<file path="src/design/svf_pkg.sv">
// Shared types, constants and the character check for the short-name validator.
`timescale 1ns / 1ps

package svf_pkg;

    localparam logic [7:0] SPACE_CODE  = 8'h20;
    localparam logic [7:0] DOT_CODE    = 8'h2E;
    localparam logic [7:0] LOWER_A     = 8'h61;
    localparam logic [7:0] LOWER_Z     = 8'h7A;
    localparam logic [7:0] UPPER_A     = 8'h41;
    localparam logic [7:0] UPPER_Z     = 8'h5A;
    localparam logic [7:0] DIGIT_0     = 8'h30;
    localparam logic [7:0] DIGIT_9     = 8'h39;
    localparam logic [7:0] CASE_OFFSET = 8'h20;

    typedef struct packed {
        logic load;
        logic ok;
    } t_burst_ctl;

    function automatic logic char_allowed(input logic [7:0] c);
        logic ok;
        ok = 1'b0;
        if (c >= UPPER_A && c <= UPPER_Z) begin
            ok = 1'b1;
        end
        if (c >= DIGIT_0 && c <= DIGIT_9) begin
            ok = 1'b1;
        end
        // ! # $ % & ' ( ) - @ ^ _ ` { } ~
        case (c) inside
            8'h21, 8'h23, 8'h24, 8'h25, 8'h26, 8'h27, 8'h28, 8'h29,
            8'h2D, 8'h40, 8'h5E, 8'h5F, 8'h60, 8'h7B, 8'h7D, 8'h7E: begin
                ok = 1'b1;
            end
            default: begin
            end
        endcase
        return ok;
    endfunction

endpackage

</file>
<file path="src/design/svf_accum.sv">
// Input register and name accumulator: case folding, checks, counts and entry store.
`timescale 1ns / 1ps

module svf_accum #(
    parameter int BASE_LEN  = 8,
    parameter int EXT_LEN   = 3,
    parameter int ENTRY_LEN = BASE_LEN + EXT_LEN,
    parameter int IDX_W     = $clog2(ENTRY_LEN)
) (
    input  logic                        i_clk,
    input  logic                        i_rst_n,
    input  logic                        i_valid,
    output logic                        o_ready,
    input  logic [7:0]                  i_char,
    input  logic                        i_last,
    input  logic                        i_folder,
    input  logic                        i_can_load,
    output svf_pkg::t_burst_ctl         o_ctl,
    output logic [ENTRY_LEN-1:0][7:0]   o_entry
);
    import svf_pkg::*;

    localparam int BCNT_W = $clog2(BASE_LEN + 2);
    localparam int ECNT_W = $clog2(EXT_LEN + 2);

    logic                       r_vld;
    logic [7:0]                 r_char;
    logic                       r_last;
    logic                       r_folder;

    logic [ENTRY_LEN-1:0][7:0]  r_store, n_store;
    logic [BCNT_W-1:0]          r_base, n_base;
    logic [ECNT_W-1:0]          r_ext, n_ext;
    logic                       r_dot, n_dot;
    logic                       r_sv, n_sv;
    logic                       r_mode;
    logic                       r_in_name;

    logic                       advance;
    logic                       mode;
    logic [7:0]                 c;
    logic [IDX_W-1:0]           widx;
    logic                       ok_w;

    assign advance = r_vld && (!r_last || i_can_load);
    assign o_ready = !r_vld || advance;
    assign mode    = r_in_name ? r_mode : r_folder;

    always_ff @(posedge i_clk) begin
        if (!i_rst_n) begin
            r_vld <= 1'b0;
        end else if (o_ready) begin
            r_vld <= i_valid;
        end
    end

    always_ff @(posedge i_clk) begin
        if (o_ready && i_valid) begin
            r_char   <= i_char;
            r_last   <= i_last;
            r_folder <= i_folder;
        end
    end

    always_comb begin
        c = r_char;
        if (r_char >= LOWER_A && r_char <= LOWER_Z) begin
            c = r_char - CASE_OFFSET;
        end
        n_store = r_store;
        n_base  = r_base;
        n_ext   = r_ext;
        n_dot   = r_dot;
        n_sv    = r_sv;
        widx    = IDX_W'(r_base);
        if (c == DOT_CODE && !r_dot) begin
            n_dot = 1'b1;
            if (mode) begin
                n_sv = 1'b0;
            end
        end else begin
            if (!char_allowed(c)) begin
                n_sv = 1'b0;
            end
            if (!r_dot) begin
                widx = IDX_W'(r_base);
                if (r_base < BCNT_W'(BASE_LEN)) begin
                    n_store[widx] = c;
                end
                if (r_base <= BCNT_W'(BASE_LEN)) begin
                    n_base = r_base + BCNT_W'(1);
                end
            end else begin
                widx = IDX_W'(BASE_LEN) + IDX_W'(r_ext);
                if (r_ext < ECNT_W'(EXT_LEN)) begin
                    n_store[widx] = c;
                end
                if (r_ext <= ECNT_W'(EXT_LEN)) begin
                    n_ext = r_ext + ECNT_W'(1);
                end
            end
        end
        ok_w = n_sv && (mode || (n_base != '0 && n_base <= BCNT_W'(BASE_LEN)
                                 && n_ext <= ECNT_W'(EXT_LEN)));
    end

    assign o_ctl.load = advance && r_last;
    assign o_ctl.ok   = ok_w;
    assign o_entry    = n_store;

    always_ff @(posedge i_clk) begin
        if (!i_rst_n) begin
            r_store   <= {ENTRY_LEN{SPACE_CODE}};
            r_base    <= '0;
            r_ext     <= '0;
            r_dot     <= 1'b0;
            r_sv      <= 1'b1;
            r_mode    <= 1'b0;
            r_in_name <= 1'b0;
        end else if (advance) begin
            if (r_last) begin
                r_store   <= {ENTRY_LEN{SPACE_CODE}};
                r_base    <= '0;
                r_ext     <= '0;
                r_dot     <= 1'b0;
                r_sv      <= 1'b1;
                r_mode    <= 1'b0;
                r_in_name <= 1'b0;
            end else begin
                r_store   <= n_store;
                r_base    <= n_base;
                r_ext     <= n_ext;
                r_dot     <= n_dot;
                r_sv      <= n_sv;
                r_mode    <= mode;
                r_in_name <= 1'b1;
            end
        end
    end

    a_stall_only_on_last: assert property (@(posedge i_clk) disable iff (!i_rst_n)
        !o_ready |-> (r_vld && r_last && !i_can_load))
        else $error("input stalled without a pending last item");

    a_base_saturates: assert property (@(posedge i_clk) disable iff (!i_rst_n)
        r_base <= BCNT_W'(BASE_LEN + 1) && r_ext <= ECNT_W'(EXT_LEN + 1))
        else $error("name counts ran past saturation");

    a_clear_after_load: assert property (@(posedge i_clk) disable iff (!i_rst_n)
        o_ctl.load |=> (r_base == '0 && r_ext == '0 && !r_dot && r_sv && !r_in_name))
        else $error("name state not cleared after burst load");

endmodule

</file>
<file path="src/design/svf_burst.sv">
// Entry snapshot and 11-item output burst sequencer.
`timescale 1ns / 1ps

module svf_burst #(
    parameter int ENTRY_LEN = 11,
    parameter int IDX_W     = $clog2(ENTRY_LEN)
) (
    input  logic                        i_clk,
    input  logic                        i_rst_n,
    input  svf_pkg::t_burst_ctl         i_ctl,
    input  logic [ENTRY_LEN-1:0][7:0]   i_entry,
    output logic                        o_can_load,
    output logic                        o_valid,
    input  logic                        i_ready,
    output logic [7:0]                  o_byte,
    output logic [IDX_W-1:0]            o_index,
    output logic                        o_ok,
    output logic                        o_last
);
    import svf_pkg::*;

    localparam logic [IDX_W-1:0] LAST_IDX = IDX_W'(ENTRY_LEN - 1);

    logic [ENTRY_LEN-1:0][7:0]  r_buf;
    logic                       r_ok;
    logic                       r_busy;
    logic [IDX_W-1:0]           r_idx;
    logic                       finishing;

    assign finishing  = r_busy && i_ready && (r_idx == LAST_IDX);
    assign o_can_load = !r_busy || finishing;

    always_ff @(posedge i_clk) begin
        if (!i_rst_n) begin
            r_busy <= 1'b0;
            r_idx  <= '0;
        end else if (i_ctl.load) begin
            r_busy <= 1'b1;
            r_idx  <= '0;
        end else if (r_busy && i_ready) begin
            if (r_idx == LAST_IDX) begin
                r_busy <= 1'b0;
            end else begin
                r_idx <= r_idx + IDX_W'(1);
            end
        end
    end

    always_ff @(posedge i_clk) begin
        if (i_ctl.load) begin
            r_buf <= i_entry;
            r_ok  <= i_ctl.ok;
        end
    end

    assign o_valid = r_busy;
    assign o_byte  = r_buf[r_idx];
    assign o_index = r_idx;
    assign o_ok    = r_ok;
    assign o_last  = (r_idx == LAST_IDX);

    a_start_at_zero: assert property (@(posedge i_clk) disable iff (!i_rst_n)
        $rose(r_busy) |-> (r_idx == '0))
        else $error("burst did not start at index zero");

    a_load_when_free: assert property (@(posedge i_clk) disable iff (!i_rst_n)
        i_ctl.load |-> o_can_load)
        else $error("entry loaded over a burst in progress");

    a_idle_after_finish: assert property (@(posedge i_clk) disable iff (!i_rst_n)
        (finishing && !i_ctl.load) |=> !r_busy)
        else $error("burst kept running past its last item");

endmodule

</file>
<file path="src/design/short_name_validate_format_unit.sv">
// Top level: 8.3 short-name checker with stream input and output.
// Timing: a character item is registered, then folded into the name state from
// that register; a last item loads the entry into the burst buffer, which then
// sends one result item a cycle while the receiver is ready (ENTRY_LEN in all).
// Throughput: one character item per cycle; a last item stalls only until the
// burst of the previous name hands off its final item.
// Reset: synchronous, active low; entry store returns to spaces, counts clear.
`timescale 1ns / 1ps

module short_name_validate_format_unit #(
    parameter int BASE_LEN = 8,
    parameter int EXT_LEN  = 3
) (
    input  logic                        i_clk,
    input  logic                        i_rst_n,
    input  logic                        s_axis_tvalid,
    output logic                        s_axis_tready,
    input  logic [7:0]                  s_axis_tdata,   // [7:0] char_code
    input  logic                        s_axis_tlast,
    input  logic                        s_axis_tuser,   // [0] folder_mode
    output logic                        m_axis_tvalid,
    input  logic                        m_axis_tready,
    // [7:0] entry_byte, then byte_index; zero pad above
    output logic [((8 + $clog2(BASE_LEN + EXT_LEN) + 7) / 8) * 8 - 1:0] m_axis_tdata,
    output logic                        m_axis_tlast,
    output logic                        m_axis_tuser    // [0] name_valid
);
    import svf_pkg::*;

    localparam int ENTRY_LEN = BASE_LEN + EXT_LEN;
    localparam int IDX_W     = $clog2(ENTRY_LEN);
    localparam int TDATA_W   = ((8 + IDX_W + 7) / 8) * 8;

    t_burst_ctl                 ctl;
    logic [ENTRY_LEN-1:0][7:0]  entry;
    logic                       can_load;
    logic [7:0]                 out_byte;
    logic [IDX_W-1:0]           out_index;

    svf_accum #(
        .BASE_LEN  (BASE_LEN),
        .EXT_LEN   (EXT_LEN),
        .ENTRY_LEN (ENTRY_LEN),
        .IDX_W     (IDX_W)
    ) u_accum (
        .i_clk      (i_clk),
        .i_rst_n    (i_rst_n),
        .i_valid    (s_axis_tvalid),
        .o_ready    (s_axis_tready),
        .i_char     (s_axis_tdata),
        .i_last     (s_axis_tlast),
        .i_folder   (s_axis_tuser),
        .i_can_load (can_load),
        .o_ctl      (ctl),
        .o_entry    (entry)
    );

    svf_burst #(
        .ENTRY_LEN (ENTRY_LEN),
        .IDX_W     (IDX_W)
    ) u_burst (
        .i_clk      (i_clk),
        .i_rst_n    (i_rst_n),
        .i_ctl      (ctl),
        .i_entry    (entry),
        .o_can_load (can_load),
        .o_valid    (m_axis_tvalid),
        .i_ready    (m_axis_tready),
        .o_byte     (out_byte),
        .o_index    (out_index),
        .o_ok       (m_axis_tuser),
        .o_last     (m_axis_tlast)
    );

    assign m_axis_tdata = TDATA_W'({out_index, out_byte});

endmodule

</file>
<file path="config.mk">
export PLATFORM = sky130hd
export DESIGN_NAME = short_name_validate_format_unit
export DESIGN_NICKNAME = d
export VERILOG_FILES = /design/src/design/svf_pkg.sv /design/src/design/svf_accum.sv /design/src/design/svf_burst.sv /design/src/design/short_name_validate_format_unit.sv
export SDC_FILE = /design/constraint.sdc
export NUM_CORES = 1
export LEC_CHECK = 0
export ABC_AREA = 1
export BUFFER_PORTS_ARGS = -buffer_cell sky130_fd_sc_hd__buf_4
export CORE_AREA = 2 2 169 171
export CTS_CLUSTER_DIAMETER = 60
export DETAILED_ROUTE_END_ITERATION = 8
export DIE_AREA = 0 0 171 173
export SLEW_MARGIN = 5
export SYNTH_ARGS = -nofsm -noshare
export SYNTH_HDL_FRONTEND = slang
export SYNTH_SLANG_ARGS = --single-unit
</file>
<file path="constraint.sdc">
create_clock -name i_clk -period 3.67 [get_ports i_clk]
set_input_delay 0.734 -clock i_clk [delete_from_list [all_inputs] [get_ports i_clk]]
set_output_delay 0.734 -clock i_clk [all_outputs]
set_load 0.01 [all_outputs]
</file>
# == Word level (Yosys, flattened, before mapping) ==
# Index checks and enable logic that the tools add are counted.
# word_totals
mem_count,0
wordCells,146
input_bits,14
regBits,204
latchBits,0
mem_bits_ro,0
ramBits,0
output_inout_bits,20
# classes
addsub,5
n_eq_ne,18
n_lt_le_gt_ge,17
mux,38
n_bitwise,2
multipliers,0
div_mod_pow,0
shift,0
reduce_logical,31
# op_table
operator,n
$mux 88,5
$bwmux 88,2
$eq 8x6->1 const B,10
$demux 8 s4,2
$eq 8x7->1 const B,7
$bmux 8 s4,1
$mux 8,4
$ge 8x7->1 const B,2
$le 8x7->1 const B,2
$mux 1,16
$mux 4,4
$reduce_or 16->1,1
$lt 4x5->1 const B,3
$logic_and 1x1->1,14
$mux 3,4
$add 4x1->4 const B,2
$ge 4x1->1 const B,2
$ge 8x6->1 const B,1
$le 4x4->1 const B,2
$le 8x6->1 const B,1
$sub 8x6->8 const B,1
$le 3x2->1 const B,2
$reduce_and 2->1,3
$reduce_bool 2->1,3
10 further kinds,17

# == Logic depth before layout (Yosys ltp) ==
# depth
depth_word,12
ltp_mapped,19
mapped_depth_nobuf,19

# == By module ==
# Synthesis repeated with hierarchy kept, for this count alone.
# unflattened
hier_cells,1158
area_unflattened_um2,9679.3
# modules_own_cells
mod,seq_area_each_um2,area_per_inst_um2,cells_each,n_inst
svf_accum,2302.2,5681.7,806,1
svf_burst,2772.7,3963.8,347,1
short_name_validate_format_unit,0.0,33.8,5,1

# == Least setup slack after synthesis ==
# No wires, ideal clock.
# synth_timing
kind,reg-to-reg
startpoint,register u_burst.r_idx[0] (netlist: u_burst.o_index[0])
endpoint,"register u_burst.r_ok (netlist: u_burst.o_ok), enable pin"
synth_period_minus_slack_ns,3.939
setup_ns,0.443
arrival_ns,3.497
slack_ns,-0.269
stages_incl_launch_ff,13
required_ns,3.227
n_path_buf,2
cell_sequence,dfxtp_1 clkbuf_1 inv_1 clkbuf_1 ha_1 nand2_1 o21ai_1 nor2_1 inv_1 nand2_1 inv_2 nand2_1 inv_1
# synth_rtl
item,line_no,text
start: declaration,svf_burst.sv:27,logic [IDX_W-1:0] r_idx;
start signal: assignment,svf_burst.sv:44,r_idx <= r_idx + IDX_W'(1);
end signal: assignment,svf_burst.sv:52,r_ok <= i_ctl.ok;
end: declaration,svf_burst.sv:25,logic r_ok;

# == Final worst setup path ==
# layout_timing
startpoint,register u_burst.r_idx[0] (netlist: u_burst.o_index[0])
endpoint,output m_axis_tdata[3]
# layout_via
elab_chain_len,2
# layout_rtl
item,line_no,text
$bmux 8 s4,svf_burst.sv:57,assign o_byte = r_buf[r_idx];
$mux 8 (implied by the code),svf_burst.sv:57,
end: declaration,short_name_validate_format_unit.sv:24,"output logic [((8 + $clog2(BASE_LEN + EXT_LEN) + 7) / 8) * 8 - 1:0] m_axis_tdata,"
# No other way between the ends. The select of a mux whose other input is x is not followed.

==> flow_metrics.env <==
export IMPL_status="finished, final reports clean"
export IMPL_firstDrtPassIters=5
export IMPL_nFillCells=2829
export IMPL_final_common_cell="nand2_1"
export IMPL_insertion_delay_ps=530
export IMPL_finClkSkew_ps=23.8
export IMPL_grt_max_degree=89
export IMPL_start_kind="register"
export IMPL_async_flop_share_pct=0
export IMPL_ff_latch_area_um2=5080
export IMPL_ys_types=41
export IMPL_path_clk_slew_ps=60
export IMPL_yosys_register_bits=204
export IMPL_fin_cells=1557
export IMPL_synthesis_instances=1154
export IMPL_final_util_pct=39.3
export IMPL_die_y_um=173
export IMPL_power_frac_seq_pct=49.3
export IMPL_cts_sinks=204
export IMPL_grt_setup_unrepaired="no"
export IMPL_reg2regPathDepth=13
export IMPL_use_met3_pct=3.27
export IMPL_grt_util_met1_pct=23.8
export IMPL_die_w_um=171
export IMPL_hpwl_um=15700
export IMPL_top_level_ports=34
export IMPL_diodes=0
export IMPL_p_sw_share_pct=23.6
export IMPL_period_minus_slack_ps=3080
export IMPL_postSynthAreaPerCell_um2=8.26
export IMPL_ys_seq_area_share_pct=53.2
export IMPL_dr_first_iter_drc_count=707
export IMPL_fmaxAchievable_ghz=0.325
export IMPL_final_cell_mix="320 x nand2_1, 104 x o21ai_0, 104 x dfxtp_1"
export IMPL_p_comb_share_pct=5.9
export IMPL_rrSetupSlack_ps=650
export IMPL_hold_violations=0
export IMPL_ys_flop_type="dfxtp_1"
export IMPL_clockRootBuffer="clkbuf_16"
export IMPL_synth_edf_count=99
export IMPL_p_clk_share_pct=44.8
export IMPL_cts_tree="built"
export IMPL_portBuffers=29
export IMPL_drt_wirelength_per_cell_um=15.7
export IMPL_total_power_uw=4980
export IMPL_post_cts_setup_buffer_count=0
export IMPL_met2_usage_pct=25.7
export IMPL_slew_violations=0
export IMPL_drt_wl_total_um=24400
export IMPL_dp_cells=1511
export IMPL_rr_startpoint="u_accum.r_char[2]"
export IMPL_worstSetupEndpoint="m_axis_tdata[3]"
export IMPL_yosysWarnings=0
export IMPL_internal_power_uw=3800
export IMPL_drtAntennaViolNets=0
export IMPL_clockBufferDepth=3
export IMPL_reg2reg_to="u_burst.r_buf[3]"
export IMPL_crit_required_ps=2940
export IMPL_ctsHoldBuffers=0
export IMPL_tightest_slew_ps=977
export IMPL_via_per_inst=4.98
export IMPL_powerDensity_nw_per_um2=459
export IMPL_max_cap_viol_count=0
export IMPL_cts_resized=0
export IMPL_ir_drop_uv=269
export IMPL_cp_end_kind="output port"
export IMPL_crit_fanout=49
export IMPL_grtUsageTotal_pct=16.6
export IMPL_worstPathArrival_ps=2340
export IMPL_drive_gt1_share_pct=9.92
export IMPL_gp_congestion=0.827
export IMPL_setup_viol=0
export IMPL_relSlewSlack_pct=34.9
export IMPL_drc=0
export IMPL_cts_buffers=25
export IMPL_crit_start="u_burst.o_index[0]"
export IMPL_nets=1183
export IMPL_overflow=0
export IMPL_grt_pass1_wl_um=39100
export IMPL_vias=7751
export IMPL_period_share_pct=83.9
export IMPL_htreeDepth=1
export IMPL_p_sw_uw=1180
export IMPL_grt_pass1_vias=6981
export IMPL_rows=61
export IMPL_whs_ps=398
export IMPL_coreArea_um2=27600
export IMPL_worstSetupPathType="reg -> out"
export IMPL_tns_ps=0
export IMPL_design_die_area_um2=29600
export IMPL_multiInputGateArea_um2=3700
export IMPL_grt_busiest_layer="met2"
export IMPL_antenna_found_initial=1
export IMPL_total_leakage_power_uw=0.00408
export IMPL_start_util_pct=34.5
export IMPL_syn_area_um2=9530
export IMPL_hp_class="in -> reg"
export IMPL_syn_to_final_growth_pct=13.8
## synth_stat cells, types with 3 or more instances
| master | n | share of area (%) |
|---|---|---|
| nand2_1 | 321 | 13 |
| a211oi_1 | 3 | 0.24 |
| nand4_2 | 5 | 0.66 |
| nand2_2 | 4 | 0.26 |
| o21ai_0 | 104 | 5.5 |
| dfxtp_1 | 105 | 22 |
| o22ai_1 | 12 | 0.79 |
| a32o_1 | 8 | 0.84 |
| a21oi_1 | 94 | 4.9 |
| buf_4 | 6 | 0.47 |
| buf_6 | 7 | 0.83 |
| nor2_1 | 82 | 3.2 |
| nand4_1 | 23 | 1.5 |
| edfxtp_1 | 99 | 31 |
| o21ai_2 | 4 | 0.37 |
| nor3_1 | 9 | 0.47 |
| o211ai_1 | 16 | 1.3 |
| inv_2 | 5 | 0.20 |
| inv_1 | 101 | 4.0 |
| clkbuf_1 | 56 | 2.2 |
| nand3_1 | 38 | 2.0 |
| buf_2 | 7 | 0.37 |
| ha_1 | 9 | 1.2 |
| o31ai_1 | 8 | 0.63 |
| o21ai_1 | 6 | 0.31 |
## flip-flops by register name (all words and copies together), names as in the netlist, 3 cells and up
| signal | count |
|---|---|
| u_accum.r_char | 8 |
| u_accum.r_base | 4 |
| u_accum.r_ext | 3 |
| u_burst.o_index | 4 |
| u_accum.r_store | 88 |
| u_burst.r_buf | 88 |
## worst max-delay path, stage by stage, from the launching register on
cell,delay [ps]
dfxtp_1,360
inv_1,90
buf_4,450
nor2_1,100
o31ai_1,390
a32o_1,260
buf_4,150
## area by class of cell
class | instances | share of cell area (%)
clock buffer | 36 | 6.24
clock inverter | 10 | 0.600
inverter | 108 | 3.77
multi-input combinational | 768 | 34.1
sequential | 204 | 46.8
tap | 378 | 4.36
timing repair buffer | 53 | 4.13
## logic make-up (layout without fill, tap and decap cells)
family          after synthesis  after routing  share of synthesized area [%]
flops                       204            204                           53.2
buf+inv                     185            207                           8.16
simple gates                492            492                           21.9
mux                           1              1                          0.105
fa+ha+maj                     9              9                           1.18
compound gates              260            260                           15.2
other cells                   1              4                         0.0393
xor+xnor                      2              2                          0.184
## metal layers
| layer | vias up | wire length (um) |
|---|---|---|
| met5 | - | 0 |
| met4 | 0 | 509 |
| met1 | 3588 | 11300 |
| met2 | 248 | 10900 |
| met3 | 38 | 1710 |
| li1 | 3877 | - |
## worst min path at each step
stage | start | end | slack [ps] | depth (start not counted)
2_1_floorplan | u_accum.r_store[80] | u_accum.r_store[80] | 440 | 2
3_3_place_gp | u_accum.r_store[56] | u_accum.r_store[56] | 450 | 2
3_5_place_dp | u_accum.r_store[26] | u_accum.r_store[26] | 460 | 2
4_1_cts | s_axis_tdata[3] | u_accum.r_char[3] | 380 | 1
5_1_grt | s_axis_tdata[3] | u_accum.r_char[3] | 380 | 1
6_report | s_axis_tdata[3] | u_accum.r_char[3] | 400 | 1
## stage by stage
step | worst slack, ps | cell area [um^2]
after floorplan | 95.2 | 9550
after global placement | 796 | 10100
after detailed placement | 700 | 10100
after CTS | 569 | 10800
after global routing | 318 | 10800
final | 592 | 10800
## power groups by stage
stage	clock network [uW]	registers [uW]	logic (uW)
2_1_floorplan	0	2490	193
3_3_place_gp	0	2500	296
3_5_place_dp	0	2500	296
4_1_cts	2280	2450	297
5_1_grt	2370	2460	327
6_report	2230	2450	295
Power figures use the tool's default switching activity.
